<file path="config.mk">
export PLATFORM = sky130hd
export DESIGN_NAME = sync_length_crc_frame_parser
export DESIGN_NICKNAME = d
export VERILOG_FILES = /design/src/design/slcf_pkg.sv /design/src/design/slcf_crc.sv /design/src/design/slcf_parser.sv /design/src/design/sync_length_crc_frame_parser.sv
export SDC_FILE = /design/constraint.sdc
export NUM_CORES = 1
export LEC_CHECK = 0
export BUFFER_PORTS_ARGS = -buffer_cell sky130_fd_sc_hd__buf_2
export CAP_MARGIN = 15
export CELL_PAD_IN_SITES_DETAIL_PLACEMENT = 1
export CELL_PAD_IN_SITES_GLOBAL_PLACEMENT = 1
export CORE_MARGIN = 3
export CORE_UTILIZATION = 45
export DETAILED_ROUTE_END_ITERATION = 10
export GPL_TIMING_DRIVEN = 1
export PLACE_DENSITY = 0.89
export SYNTH_ARGS = -nofsm -noshare
export SYNTH_HDL_FRONTEND = slang
export SYNTH_SLANG_ARGS = --single-unit
</file>
<file path="constraint.sdc">
create_clock -name clk -period 4.7 [get_ports clk]
set_input_delay 0.235 -clock clk [delete_from_list [all_inputs] [get_ports clk]]
set_output_delay 0.235 -clock clk [all_outputs]
set_load 0.005 [all_outputs]
</file>
<file path="src/design/slcf_pkg.sv">
package slcf_pkg;

  localparam int unsigned CfgIndexWidth = 3;
  localparam int unsigned CfgDataWidth  = 16;

  typedef enum logic [CfgIndexWidth-1:0] {
    CFG_SYNC_FIRST    = 3'd0,
    CFG_SYNC_SECOND   = 3'd1,
    CFG_LENGTH_LIMIT  = 3'd2,
    CFG_CRC_POLY      = 3'd3,
    CFG_CRC_START     = 3'd4,
    CFG_CRC_LSB_FIRST = 3'd5
  } cfg_index_t;

  localparam logic [7:0]  SyncFirstReset   = 8'hAA;
  localparam logic [7:0]  SyncSecondReset  = 8'h55;
  localparam logic [7:0]  LengthLimitReset = 8'd64;
  localparam logic [15:0] CrcPolyReset     = 16'h1021;
  localparam logic [15:0] CrcStartReset    = 16'hFFFF;

  typedef enum logic [2:0] {
    PH_SYNC1   = 3'd0,
    PH_SYNC2   = 3'd1,
    PH_TYPE    = 3'd2,
    PH_LENGTH  = 3'd3,
    PH_PAYLOAD = 3'd4,
    PH_CRCLO   = 3'd5,
    PH_CRCHI   = 3'd6
  } phase_t;

  typedef enum logic [1:0] {
    ST_INCOMPLETE = 2'd0,
    ST_FRAME_OK   = 2'd1,
    ST_LENGTH_ERR = 2'd2,
    ST_CRC_ERR    = 2'd3
  } status_t;

  typedef struct packed {
    logic [7:0]  sync_first;
    logic [7:0]  sync_second;
    logic [7:0]  length_limit;
    logic [15:0] crc_poly;
    logic [15:0] crc_start;
    logic        crc_lsb_first;
  } cfg_t;

  typedef struct packed {
    status_t     status;
    logic [7:0]  frame_kind;
    logic [7:0]  frame_length;
    logic        data_valid;
    logic [7:0]  data_byte;
    logic [7:0]  data_index;
    logic [15:0] crc_seen;
  } result_t;

endpackage

</file>
<file path="src/design/slcf_crc.sv">
module slcf_crc (
  input  logic [15:0] crc_in,
  input  logic [7:0]  data,
  input  logic [15:0] poly,
  input  logic        lsb_first,
  output logic [15:0] crc_out
);

  logic [15:0] poly_rev;
  logic [15:0] c;

  always_comb begin
    for (int i = 0; i < 16; i++) begin
      poly_rev[i] = poly[15-i];
    end
  end

  // one byte, one bit per step
  always_comb begin
    if (lsb_first) begin
      c = crc_in ^ {8'h00, data};
      for (int i = 0; i < 8; i++) begin
        c = c[0] ? ((c >> 1) ^ poly_rev) : (c >> 1);
      end
    end else begin
      c = crc_in ^ {data, 8'h00};
      for (int i = 0; i < 8; i++) begin
        c = c[15] ? ((c << 1) ^ poly) : (c << 1);
      end
    end
    crc_out = c;
  end

endmodule

</file>
<file path="src/design/slcf_parser.sv">
module slcf_parser (
  input  logic                 clk,
  input  logic                 rst,
  input  logic                 step,
  input  logic [7:0]           rx_byte,
  input  slcf_pkg::cfg_t       cfg,
  output slcf_pkg::result_t    result
);

  slcf_pkg::phase_t phase, phase_next;
  logic [7:0]  kind_reg, kind_reg_next;
  logic [7:0]  length_reg, length_reg_next;
  logic [7:0]  byte_count, byte_count_next;
  logic [15:0] crc_accum, crc_accum_next;
  logic [15:0] crc_received, crc_received_next;
  logic [15:0] crc_upd;
  logic [7:0]  count_inc;

  slcf_crc u_crc (
    .crc_in    (crc_accum),
    .data      (rx_byte),
    .poly      (cfg.crc_poly),
    .lsb_first (cfg.crc_lsb_first),
    .crc_out   (crc_upd)
  );

  assign count_inc = byte_count + 8'd1;

  always_ff @(posedge clk) begin
    if (rst) begin
      phase        <= slcf_pkg::PH_SYNC1;
      kind_reg     <= '0;
      length_reg   <= '0;
      byte_count   <= '0;
      crc_accum    <= slcf_pkg::CrcStartReset;
      crc_received <= '0;
    end else if (step) begin
      phase        <= phase_next;
      kind_reg     <= kind_reg_next;
      length_reg   <= length_reg_next;
      byte_count   <= byte_count_next;
      crc_accum    <= crc_accum_next;
      crc_received <= crc_received_next;
    end
  end

  always_comb begin
    phase_next        = phase;
    kind_reg_next     = kind_reg;
    length_reg_next   = length_reg;
    byte_count_next   = byte_count;
    crc_accum_next    = crc_accum;
    crc_received_next = crc_received;
    result            = '0;
    result.status     = slcf_pkg::ST_INCOMPLETE;

    unique case (phase)
      slcf_pkg::PH_SYNC1: begin
        if (rx_byte == cfg.sync_first) phase_next = slcf_pkg::PH_SYNC2;
      end
      slcf_pkg::PH_SYNC2: begin
        if (rx_byte == cfg.sync_second) begin
          phase_next     = slcf_pkg::PH_TYPE;
          crc_accum_next = cfg.crc_start;
        end else if (rx_byte != cfg.sync_first) begin
          phase_next = slcf_pkg::PH_SYNC1;
        end
      end
      slcf_pkg::PH_TYPE: begin
        kind_reg_next  = rx_byte;
        crc_accum_next = crc_upd;
        phase_next     = slcf_pkg::PH_LENGTH;
      end
      slcf_pkg::PH_LENGTH: begin
        length_reg_next = rx_byte;
        byte_count_next = '0;
        if (rx_byte > cfg.length_limit) begin
          phase_next        = slcf_pkg::PH_SYNC1;
          crc_accum_next    = cfg.crc_start;
          crc_received_next = '0;
          result.status     = slcf_pkg::ST_LENGTH_ERR;
        end else begin
          crc_accum_next = crc_upd;
          phase_next = (rx_byte == 8'd0) ? slcf_pkg::PH_CRCLO : slcf_pkg::PH_PAYLOAD;
        end
      end
      slcf_pkg::PH_PAYLOAD: begin
        result.data_valid = 1'b1;
        result.data_byte  = rx_byte;
        result.data_index = byte_count;
        byte_count_next   = count_inc;
        crc_accum_next    = crc_upd;
        if (count_inc >= length_reg || count_inc == 8'd0) phase_next = slcf_pkg::PH_CRCLO;
      end
      slcf_pkg::PH_CRCLO: begin
        crc_received_next = {8'h00, rx_byte};
        phase_next        = slcf_pkg::PH_CRCHI;
      end
      slcf_pkg::PH_CRCHI: begin
        result.crc_seen   = {rx_byte, crc_received[7:0]};
        result.status     = ({rx_byte, crc_received[7:0]} == crc_accum) ?
                            slcf_pkg::ST_FRAME_OK : slcf_pkg::ST_CRC_ERR;
        phase_next        = slcf_pkg::PH_SYNC1;
        byte_count_next   = '0;
        crc_accum_next    = cfg.crc_start;
        crc_received_next = '0;
      end
      default: begin
        // illegal phase code: drop the byte and restart the hunt
        phase_next        = slcf_pkg::PH_SYNC1;
        byte_count_next   = '0;
        crc_accum_next    = cfg.crc_start;
        crc_received_next = '0;
      end
    endcase

    result.frame_kind   = kind_reg_next;
    result.frame_length = length_reg_next;
  end

endmodule

</file>
<file path="src/design/sync_length_crc_frame_parser.sv">
// Sync/length/CRC-16 frame parser. Takes one received byte per request on the
// input channel and returns exactly one result per byte: status (incomplete,
// frame ok, length error, crc error), the current type and length bytes, the
// payload byte with its index when the byte was payload, and the received CRC
// on the byte that closes a frame. The frame state and the byte-wide CRC
// update sit in combinational logic ahead of a single output register, so a
// byte is accepted every cycle as long as the output side does not stall; a
// stalled, full output register stalls the input. Sync bytes, length limit,
// CRC polynomial, start value and bit order are set through the write port
// (indices 0..5), and writes should only be made while the block is idle.
module sync_length_crc_frame_parser (
  input  logic                               clk,
  input  logic                               rst,
  input  logic                               in_valid,
  output logic                               in_stall,
  input  logic [7:0]                         rx_byte,
  output logic                               out_valid,
  input  logic                               out_stall,
  output logic [1:0]                         status,
  output logic [7:0]                         frame_kind,
  output logic [7:0]                         frame_length,
  output logic                               data_valid,
  output logic [7:0]                         data_byte,
  output logic [7:0]                         data_index,
  output logic [15:0]                        crc_seen,
  input  logic                               cfg_we,
  input  logic [slcf_pkg::CfgIndexWidth-1:0] cfg_index,
  input  logic [slcf_pkg::CfgDataWidth-1:0]  cfg_data
);

  slcf_pkg::cfg_t    cfg;
  slcf_pkg::result_t result, result_reg;
  logic              accept;

  assign in_stall = out_valid & out_stall;
  assign accept   = in_valid & ~in_stall;

  always_ff @(posedge clk) begin
    if (rst) begin
      cfg.sync_first    <= slcf_pkg::SyncFirstReset;
      cfg.sync_second   <= slcf_pkg::SyncSecondReset;
      cfg.length_limit  <= slcf_pkg::LengthLimitReset;
      cfg.crc_poly      <= slcf_pkg::CrcPolyReset;
      cfg.crc_start     <= slcf_pkg::CrcStartReset;
      cfg.crc_lsb_first <= 1'b0;
    end else if (cfg_we) begin
      unique case (cfg_index)
        slcf_pkg::CFG_SYNC_FIRST:    cfg.sync_first    <= cfg_data[7:0];
        slcf_pkg::CFG_SYNC_SECOND:   cfg.sync_second   <= cfg_data[7:0];
        slcf_pkg::CFG_LENGTH_LIMIT:  cfg.length_limit  <= cfg_data[7:0];
        slcf_pkg::CFG_CRC_POLY:      cfg.crc_poly      <= cfg_data;
        slcf_pkg::CFG_CRC_START:     cfg.crc_start     <= cfg_data;
        slcf_pkg::CFG_CRC_LSB_FIRST: cfg.crc_lsb_first <= cfg_data[0];
        default: ;
      endcase
    end
  end

  slcf_parser u_parser (
    .clk     (clk),
    .rst     (rst),
    .step    (accept),
    .rx_byte (rx_byte),
    .cfg     (cfg),
    .result  (result)
  );

  always_ff @(posedge clk) begin
    if (rst) begin
      out_valid <= 1'b0;
    end else if (accept) begin
      out_valid <= 1'b1;
    end else if (!out_stall) begin
      out_valid <= 1'b0;
    end
  end

  always_ff @(posedge clk) begin
    if (accept) result_reg <= result;
  end

  assign status       = result_reg.status;
  assign frame_kind   = result_reg.frame_kind;
  assign frame_length = result_reg.frame_length;
  assign data_valid   = result_reg.data_valid;
  assign data_byte    = result_reg.data_byte;
  assign data_index   = result_reg.data_index;
  assign crc_seen     = result_reg.crc_seen;

endmodule

</file>
=== Word level (Yosys, flattened, before mapping) ===
Cells that the tools add are included.

* Input bits: 32
* Output and inout bits: 53
* Word-level logic and storage cells: 125
* Bits in registers: 160

* Add/sub/neg operators: 1
* Reduce and logical (&&, ||, !) cells: 19
* Bitwise operators: 24
* Multiplexer cells: 38
* Equal/unequal tests: 21
* Magnitude comparators: 2

{| class="wikitable"
|+ Operator list
! cell !! count
|-
| $mux 16 || 19
|-
| $xor 16x16->16 || 9
|-
| $xor 15x16->16 || 8
|-
| $pmux 16 s4 || 1
|-
| $mux 8 || 3
|-
| $pmux 8 s3 || 1
|-
| $pmux 3 s6 || 1
|-
| $mux 17 || 1
|-
| $eq 16x16->1 || 1
|-
| $eq 8x8->1 || 2
|-
| $logic_not 8->1 || 2
|-
| $pmux 8 s2 || 1
|-
| $xor 16x8->16 || 1
|-
| $eq 3x3->1 const B || 5
|-
| $mux 3 || 5
|-
| $reduce_and 2->1 || 7
|-
| $eq 3x2->1 const B || 4
|-
| $ne 2x1->1 const B || 5
|-
| $add 8x1->8 const B || 1
|-
| $ge 8x8->1 || 1
|-
| $gt 8x8->1 || 1
|-
| $ne 8x8->1 || 1
|-
| $reduce_or 4->1 || 2
|-
| $eq 3x1->1 const B || 2
|-
| other kinds (11) || 21
|}

=== Depth between registers and ports, before layout ===
* Depth in word-level cells: 20
* Mapped depth: 18
* Mapped depth without buffers: 15

=== Modules after synthesis ===
A second synthesis with hierarchy kept.

* Cells, all modules: 1429
* Area total of the unflattened synthesis: 12403.1 um2

{| class="wikitable"
|+ Modules (own cells, without submodules)
! module !! cells an instance !! area an instance (um2) !! instances
|-
| slcf_crc || 735 || 4794.6 || 1
|-
| sync_length_crc_frame_parser || 283 || 3898.7 || 1
|-
| slcf_parser || 411 || 3709.8 || 1
|}

=== Worst setup path before layout ===
No wires, ideal clock.

* Kind: reg2reg
* Start point: reg u_parser.crc_accum[0]
* End point: reg u_parser.crc_accum[7]
* Cell stages (with the launch flop): 17
* Library setup time: 128 ps
* Setup slack: 635 ps
* Data required time: 4572 ps
* Arrival time: 3937 ps
* Cells stage by stage: dfxtp_1 -> buf_6 -> xor2_4 -> buf_6 -> nand2_1 -> a32o_1 -> o311a_1 -> a211oi_4 -> xor3_2 -> xor2_1 -> a211oi_1 -> or2_1 -> clkbuf_1 -> nand2_1 -> xnor3_1 -> a221oi_1 -> a21oi_1

* Cells in the longest elaborated chain, start to end: 19

{| class="wikitable"
|+ RTL lines
! item !! line !! source
|-
| start: declaration || slcf_parser.sv:14 || <nowiki>logic [15:0] crc_accum, crc_accum_next;</nowiki>
|-
| start signal: assignment || slcf_parser.sv:35 || <nowiki>crc_accum <= slcf_pkg::CrcStartReset;</nowiki>
|-
| start signal: assignment || slcf_parser.sv:42 || <nowiki>crc_accum <= crc_accum_next;</nowiki>
|-
| $xor 16x8->16 (*) || slcf_crc.sv:21 || <nowiki>c = crc_in ^ {8'h00, data};</nowiki>
|-
| $mux 16 (*) || slcf_crc.sv:23 || <nowiki>c = c[0] ? ((c >> 1) ^ poly_rev) : (c >> 1);</nowiki>
|-
| $xor 15x16->16 || slcf_crc.sv:23 ||
|-
| $mux 16 (*) || slcf_crc.sv:23 ||
|-
| $xor 15x16->16 || slcf_crc.sv:23 ||
|-
| $mux 16 (*) || slcf_crc.sv:23 ||
|-
| $xor 15x16->16 || slcf_crc.sv:23 ||
|-
| $mux 16 (*) || slcf_crc.sv:23 ||
|-
| (+3 left out) || -- ||
|-
| $mux 16 (*) || slcf_crc.sv:23 ||
|-
| $xor 15x16->16 || slcf_crc.sv:23 ||
|-
| $mux 16 (*) || slcf_crc.sv:23 ||
|-
| $xor 15x16->16 || slcf_crc.sv:23 ||
|-
| $mux 16 (*) || slcf_crc.sv:23 ||
|-
| $mux 16 (*) || slcf_crc.sv:20 || <nowiki>if (lsb_first) begin</nowiki>
|-
| $mux 16 || slcf_parser.sv:77 || <nowiki>if (rx_byte > cfg.length_limit) begin</nowiki>
|-
| $pmux 16 s4 (*) || slcf_parser.sv:57 || <nowiki>unique case (phase)</nowiki>
|}

Every way passes the cells marked *; elsewhere a longest branch is shown, timed or not.
A chain may end at the register's enable or synchronous reset.

=== Final worst setup path ===
* Start point: reg u_parser.crc_accum[1]
* End point: reg u_parser.crc_accum[13]

* Cells in the longest elaborated chain, start to end: 18

{| class="wikitable"
|+ RTL lines
! item !! line
|-
| $xor 16x8->16 (*) || slcf_crc.sv:21
|-
| $xor 15x16->16 || slcf_crc.sv:23
|-
| $mux 16 (*) (2 in series) || slcf_crc.sv:23
|-
| $xor 15x16->16 || slcf_crc.sv:23
|-
| $mux 16 (*) || slcf_crc.sv:23
|-
| $xor 15x16->16 || slcf_crc.sv:23
|-
| $mux 16 (*) || slcf_crc.sv:23
|-
| $xor 15x16->16 || slcf_crc.sv:23
|-
| $mux 16 (*) (2 in series) || slcf_crc.sv:23
|-
| $xor 15x16->16 / $mux 16 (equally long branches) || slcf_crc.sv:23
|-
| $mux 16 (*) || slcf_crc.sv:23
|-
| $xor 15x16->16 / $mux 16 (equally long branches) || slcf_crc.sv:23
|-
| $mux 16 (*) || slcf_crc.sv:23
|-
| $mux 16 (*) || slcf_crc.sv:20
|-
| $mux 16 || slcf_parser.sv:77
|-
| $pmux 16 s4 (*) || slcf_parser.sv:57
|}

Marked as above.

==> implementation parameters <==
Parameter                              Value

Status
  Run status    finished, final reports clean

Final layout
  Share of cells above drive strength 1    between 10% and 20%
  Largest register by flop count    cfg
  # fillers    3171
  Max FFs per register    57
  Area growth from synthesis to layout    12.2%
  Area of all placed cells without fillers    ~14000 sq um
  Net total in the final layout    between 1500 and 2000
  Final core utilization    52.2%

Clock network
  Clock latency on the worst-skew pair    between 0.4 and 0.5 ns
  Clock tree root driver cell    sky130_fd_sc_hd__clkbuf_16
  Clock tree buffer depth    2
  # clock sinks    160
  Total number of H-tree levels    4
  Clock tree from TritonCTS    yes
  Clock slew at reported path FFs    approximately 0.070 ns
  Inserted Clock Buffers    17

Placement
  IO Port Bufs    84
  Routability congestion estimate from global placement    around 0.94
  Instance area at placement    approximately 13000 sq um
  Worst-case setup slack after placement    -0.155 ns
  Post-DP HPWL    between 30 and 40 mm

STA
  Final WS setup    around 0.21 ns
  Final count of negative-setup-slack endpoints    0
  Final critical-path share of the clock period    a little over nine tenths
  Final setup skew    between 0.01 and 0.015 ns
  Worst Max-Slew Pin Slew    roughly 1.1 ns
  Setup repair after global routing missed its margin    no
  Maximum operating frequency    about 220 MHz
  Worst-case headroom to the max-slew limit    between 20% and 30%
  Post-layout minimum cycle time    around 4.5 ns
  Number of endpoints with negative hold slack in the final report    0
  Number of slew-limit violations in the final report    0

Min path
  Path category of the worst min-delay check    input pin to flop
  Count of cells along the worst hold path    2

GRT
  Vias in the first global route    roughly 12000
  Number of antenna violations at the first check in global routing    1
  Maximum number of pins on one net before global-route repair    54
  First-pass GRT wire length    approximately 71 mm
  Total global routing overflow    0
  Total Routing Usage GR    30.9%

Detailed routing
  Number of vias per cell    6.27
  Router iterations before antenna repair    6
  First DRT Iteration DRCs    1176
  DRC viols    0
  Antenna-violating nets left    0
  Average wire per cell in the routed design    24.1 microns
  Wire length reported by the detailed router    45.9 mm
  Via Count    about 12000

Synthesis
  Area share of the largest cell type after synthesis    between 15 and 20%
  Number of enable-type register cells in the synthesized netlist    51
  Synth warnings    0
  Most area-consuming cells after synthesis    sky130_fd_sc_hd__dfxtp_1 18%, sky130_fd_sc_hd__xnor2_1 14%, sky130_fd_sc_hd__edfxtp_1 12%, sky130_fd_sc_hd__nand2_1 8.3%, sky130_fd_sc_hd__xor2_1 3.7%
  Largest area contributor in the synthesized netlist    sky130_fd_sc_hd__dfxtp_1
  Number of different library cells in the post-synthesis netlist    84
  Most common cell in the netlist    sky130_fd_sc_hd__nand2_1
  Most used flip-flop cell after synthesis    sky130_fd_sc_hd__dfxtp_1
  Most frequent cells after synthesis    272 x sky130_fd_sc_hd__nand2_1, 192 x sky130_fd_sc_hd__xnor2_1, 109 x sky130_fd_sc_hd__dfxtp_1
  Post-Syn Area per Cell    8.13 sq um
  Sequential cell area fraction in the yosys report    30.1%
  Number of flip-flops and latches in the synthesized netlist    between 150 and 200
  Synthesized cell area    about 12000 sq um
  Share of flip-flops with an asynchronous set or reset    0%
  Nets in the synthesized netlist    between 1500 and 2000
  Gate Count Post-Synth    1518

Critical path
  Flop-to-flop setup slack    0.21 ns
  Start of the worst register-to-register path    u_parser.crc_accum[1]
  Maximum fanout encountered on the critical timing path    9
  Timing endpoint of the critical path    u_parser.crc_accum[13]
  Endpoint of the worst-slack reg-to-reg timing path    u_parser.crc_accum[13]
  Crit path from    u_parser.crc_accum[1]
  Arrival time of data at the critical path endpoint    4.83 ns
  Number of cells on the worst reg-to-reg path    13
  Critical Path Sink Type    flop
  Worst setup SP type    flop
  Kind of critical path    flop to flop
  Critical path data required time    around 5 ns

Die
  Number of top-level pins    85
  Area enclosed by the die boundary    slightly below 30000 sq um
  Cell Rows    just under 60
  Die width    roughly 170 microns
  Starting density of the core    46.6%
  Vertical extent of the die    ~170 microns
  Area of the placeable core    around 27000 sq um

Pwr
  Switching component of the power    around 1.2 mW
  Leakage power summed over all cells    approximately 5.3 nW
  Clock network fraction of total power    between 30% and 40%
  Internal Dissipation    between 2 and 3 mW
  PwrDens    279 nW/um^2
  Flop pwr share    between 30% and 40%
  Combinational group share of total power    23.2%
  Switching part of the total    31.9%
  Worst voltage drop across the vdd grid    between 0.2 and 0.3 mV

Job
  Max-cap violations    0
critical path, stage by stage, from the launching register on:
cell and delay (ns):
sky130_fd_sc_hd__dfxtp_1 0.35, sky130_fd_sc_hd__xnor2_2 0.51, sky130_fd_sc_hd__nor2_1 0.17, sky130_fd_sc_hd__a32o_1 0.26
sky130_fd_sc_hd__o311a_1 0.38, sky130_fd_sc_hd__a211oi_4 0.25, sky130_fd_sc_hd__xor3_2 0.54, sky130_fd_sc_hd__or2_2 0.32
sky130_fd_sc_hd__a211oi_1 0.44, sky130_fd_sc_hd__or4_4 0.29, sky130_fd_sc_hd__nand3_1 0.12, sky130_fd_sc_hd__xnor2_1 0.36
sky130_fd_sc_hd__nand2_1 0.14, sky130_fd_sc_hd__a41o_1 0.24
layout by cell type (no fill, tap or decap), types with 8 or more instances in the layout:
cell / n
sky130_fd_sc_hd__dfxtp_1: 105
sky130_fd_sc_hd__a211oi_1: 10
sky130_fd_sc_hd__nor2b_1: 26
sky130_fd_sc_hd__buf_4: 68
sky130_fd_sc_hd__clkbuf_16: 17
sky130_fd_sc_hd__a21oi_1: 75
sky130_fd_sc_hd__a211o_1: 25
sky130_fd_sc_hd__edfxtp_1: 51
sky130_fd_sc_hd__inv_1: 27
sky130_fd_sc_hd__nor2_1: 107
sky130_fd_sc_hd__xor2_1: 50
sky130_fd_sc_hd__xnor2_1: 188
sky130_fd_sc_hd__nor4_1: 9
sky130_fd_sc_hd__nand2b_1: 23
sky130_fd_sc_hd__and3_1: 49
sky130_fd_sc_hd__nand4_1: 8
sky130_fd_sc_hd__buf_2: 84
sky130_fd_sc_hd__mux2i_1: 33
sky130_fd_sc_hd__a22oi_1: 8
sky130_fd_sc_hd__xnor3_1: 15
sky130_fd_sc_hd__o31ai_1: 8
sky130_fd_sc_hd__nand2_1: 272
sky130_fd_sc_hd__ha_1: 17
sky130_fd_sc_hd__a221oi_1: 13
sky130_fd_sc_hd__nand3b_1: 9
sky130_fd_sc_hd__nor3_1: 25
sky130_fd_sc_hd__mux2_2: 9
sky130_fd_sc_hd__nand3_1: 44
sky130_fd_sc_hd__o21ai_0: 49
power groups by stage:
stage	clock network, mW	logic [mW]	registers, mW
after floorplan	0	0.629	1.50
after global placement	0	0.821	1.51
after detailed placement	0	0.849	1.51
after CTS	1.48	0.868	1.48
after global routing	1.54	0.955	1.49
final	1.48	0.899	1.49
cells by family (layout without fill, tap and decap cells):
| logic type | count (synthesis) | in the layout | synth area share (%) |
|---|---|---|---|
| flip-flops | 160 | 160 | 30.1 |
| multiplexers | 43 | 43 | 3.59 |
| AND/OR/NAND/NOR | 606 | 606 | 22.7 |
| XOR/XNOR | 268 | 268 | 21.6 |
| adder cells (fa/ha/maj) | 17 | 17 | 1.72 |
| buffers and inverters | 156 | 211 | 5.49 |
| other | 0 | 1 | 0 |
| AO/OA/AOI/OAI | 268 | 268 | 14.7 |
area by class of cell:
class | instances | area [sq um] | share of cell area (%)
multi-input combinational | 1202 | 8060 | 58.2
sequential | 160 | 3720 | 26.9
timing repair buffer | 152 | 931 | 6.72
clock buffer | 17 | 425 | 3.07
tap | 335 | 419 | 3.03
clock inverter | 15 | 188 | 1.36
inverter | 27 | 101 | 0.732
antenna | 1 | 2.50 | 0.0181
timing repair:
item                                    4_1_cts  5_1_grt
setup buffers                                 0        2
pin swaps                                     0        1
resized for setup                             4       13
hold buffers                                  0        0
endpoints found under the setup margin       10       15
routing by layer:
metal,global-route usage [%],vias to the layer above,part of all wire [%],routed length (microns)
li1,-,5275,-,-
met4,14.0,0,4.4,2010
met3,4.87,173,7.5,3470
met1,39.3,5910,40,18400
met5,0,-,0,0
met2,51.8,619,48,22100
per-stage QoR:
step / TNS, ns / instances / power [mW] / hold slack, ns
2_1_floorplan: 0 / 1518 / 2.13 / 0.353
3_3_place_gp: 0 / 1874 / 2.33 / 0.452
3_5_place_dp: -0.467 / 1874 / 2.36 / 0.460
4_1_cts: 0 / 1906 / 3.84 / 0.00561
5_1_grt: 0 / 1909 / 3.98 / 0.0239
6_report: 0 / 1909 / 3.87 / 0.0110
worst min-delay path by stage:
| stage | from | end | slack, ns |
|---|---|---|---|
| after floorplan | cfg_data[6] | cfg[39] | 0.35 |
| after CTS | cfg_data[9] | cfg[10] | 0.006 |
| final | cfg_data[11] | cfg[12] | 0.01 |
| after detailed placement | cfg_data[9] | cfg[10] | 0.46 |
| after global placement | cfg_data[12] | cfg[13] | 0.45 |
| after global routing | cfg_data[12] | cfg[13] | 0.02 |
Power figures use the tool's default switching activity.
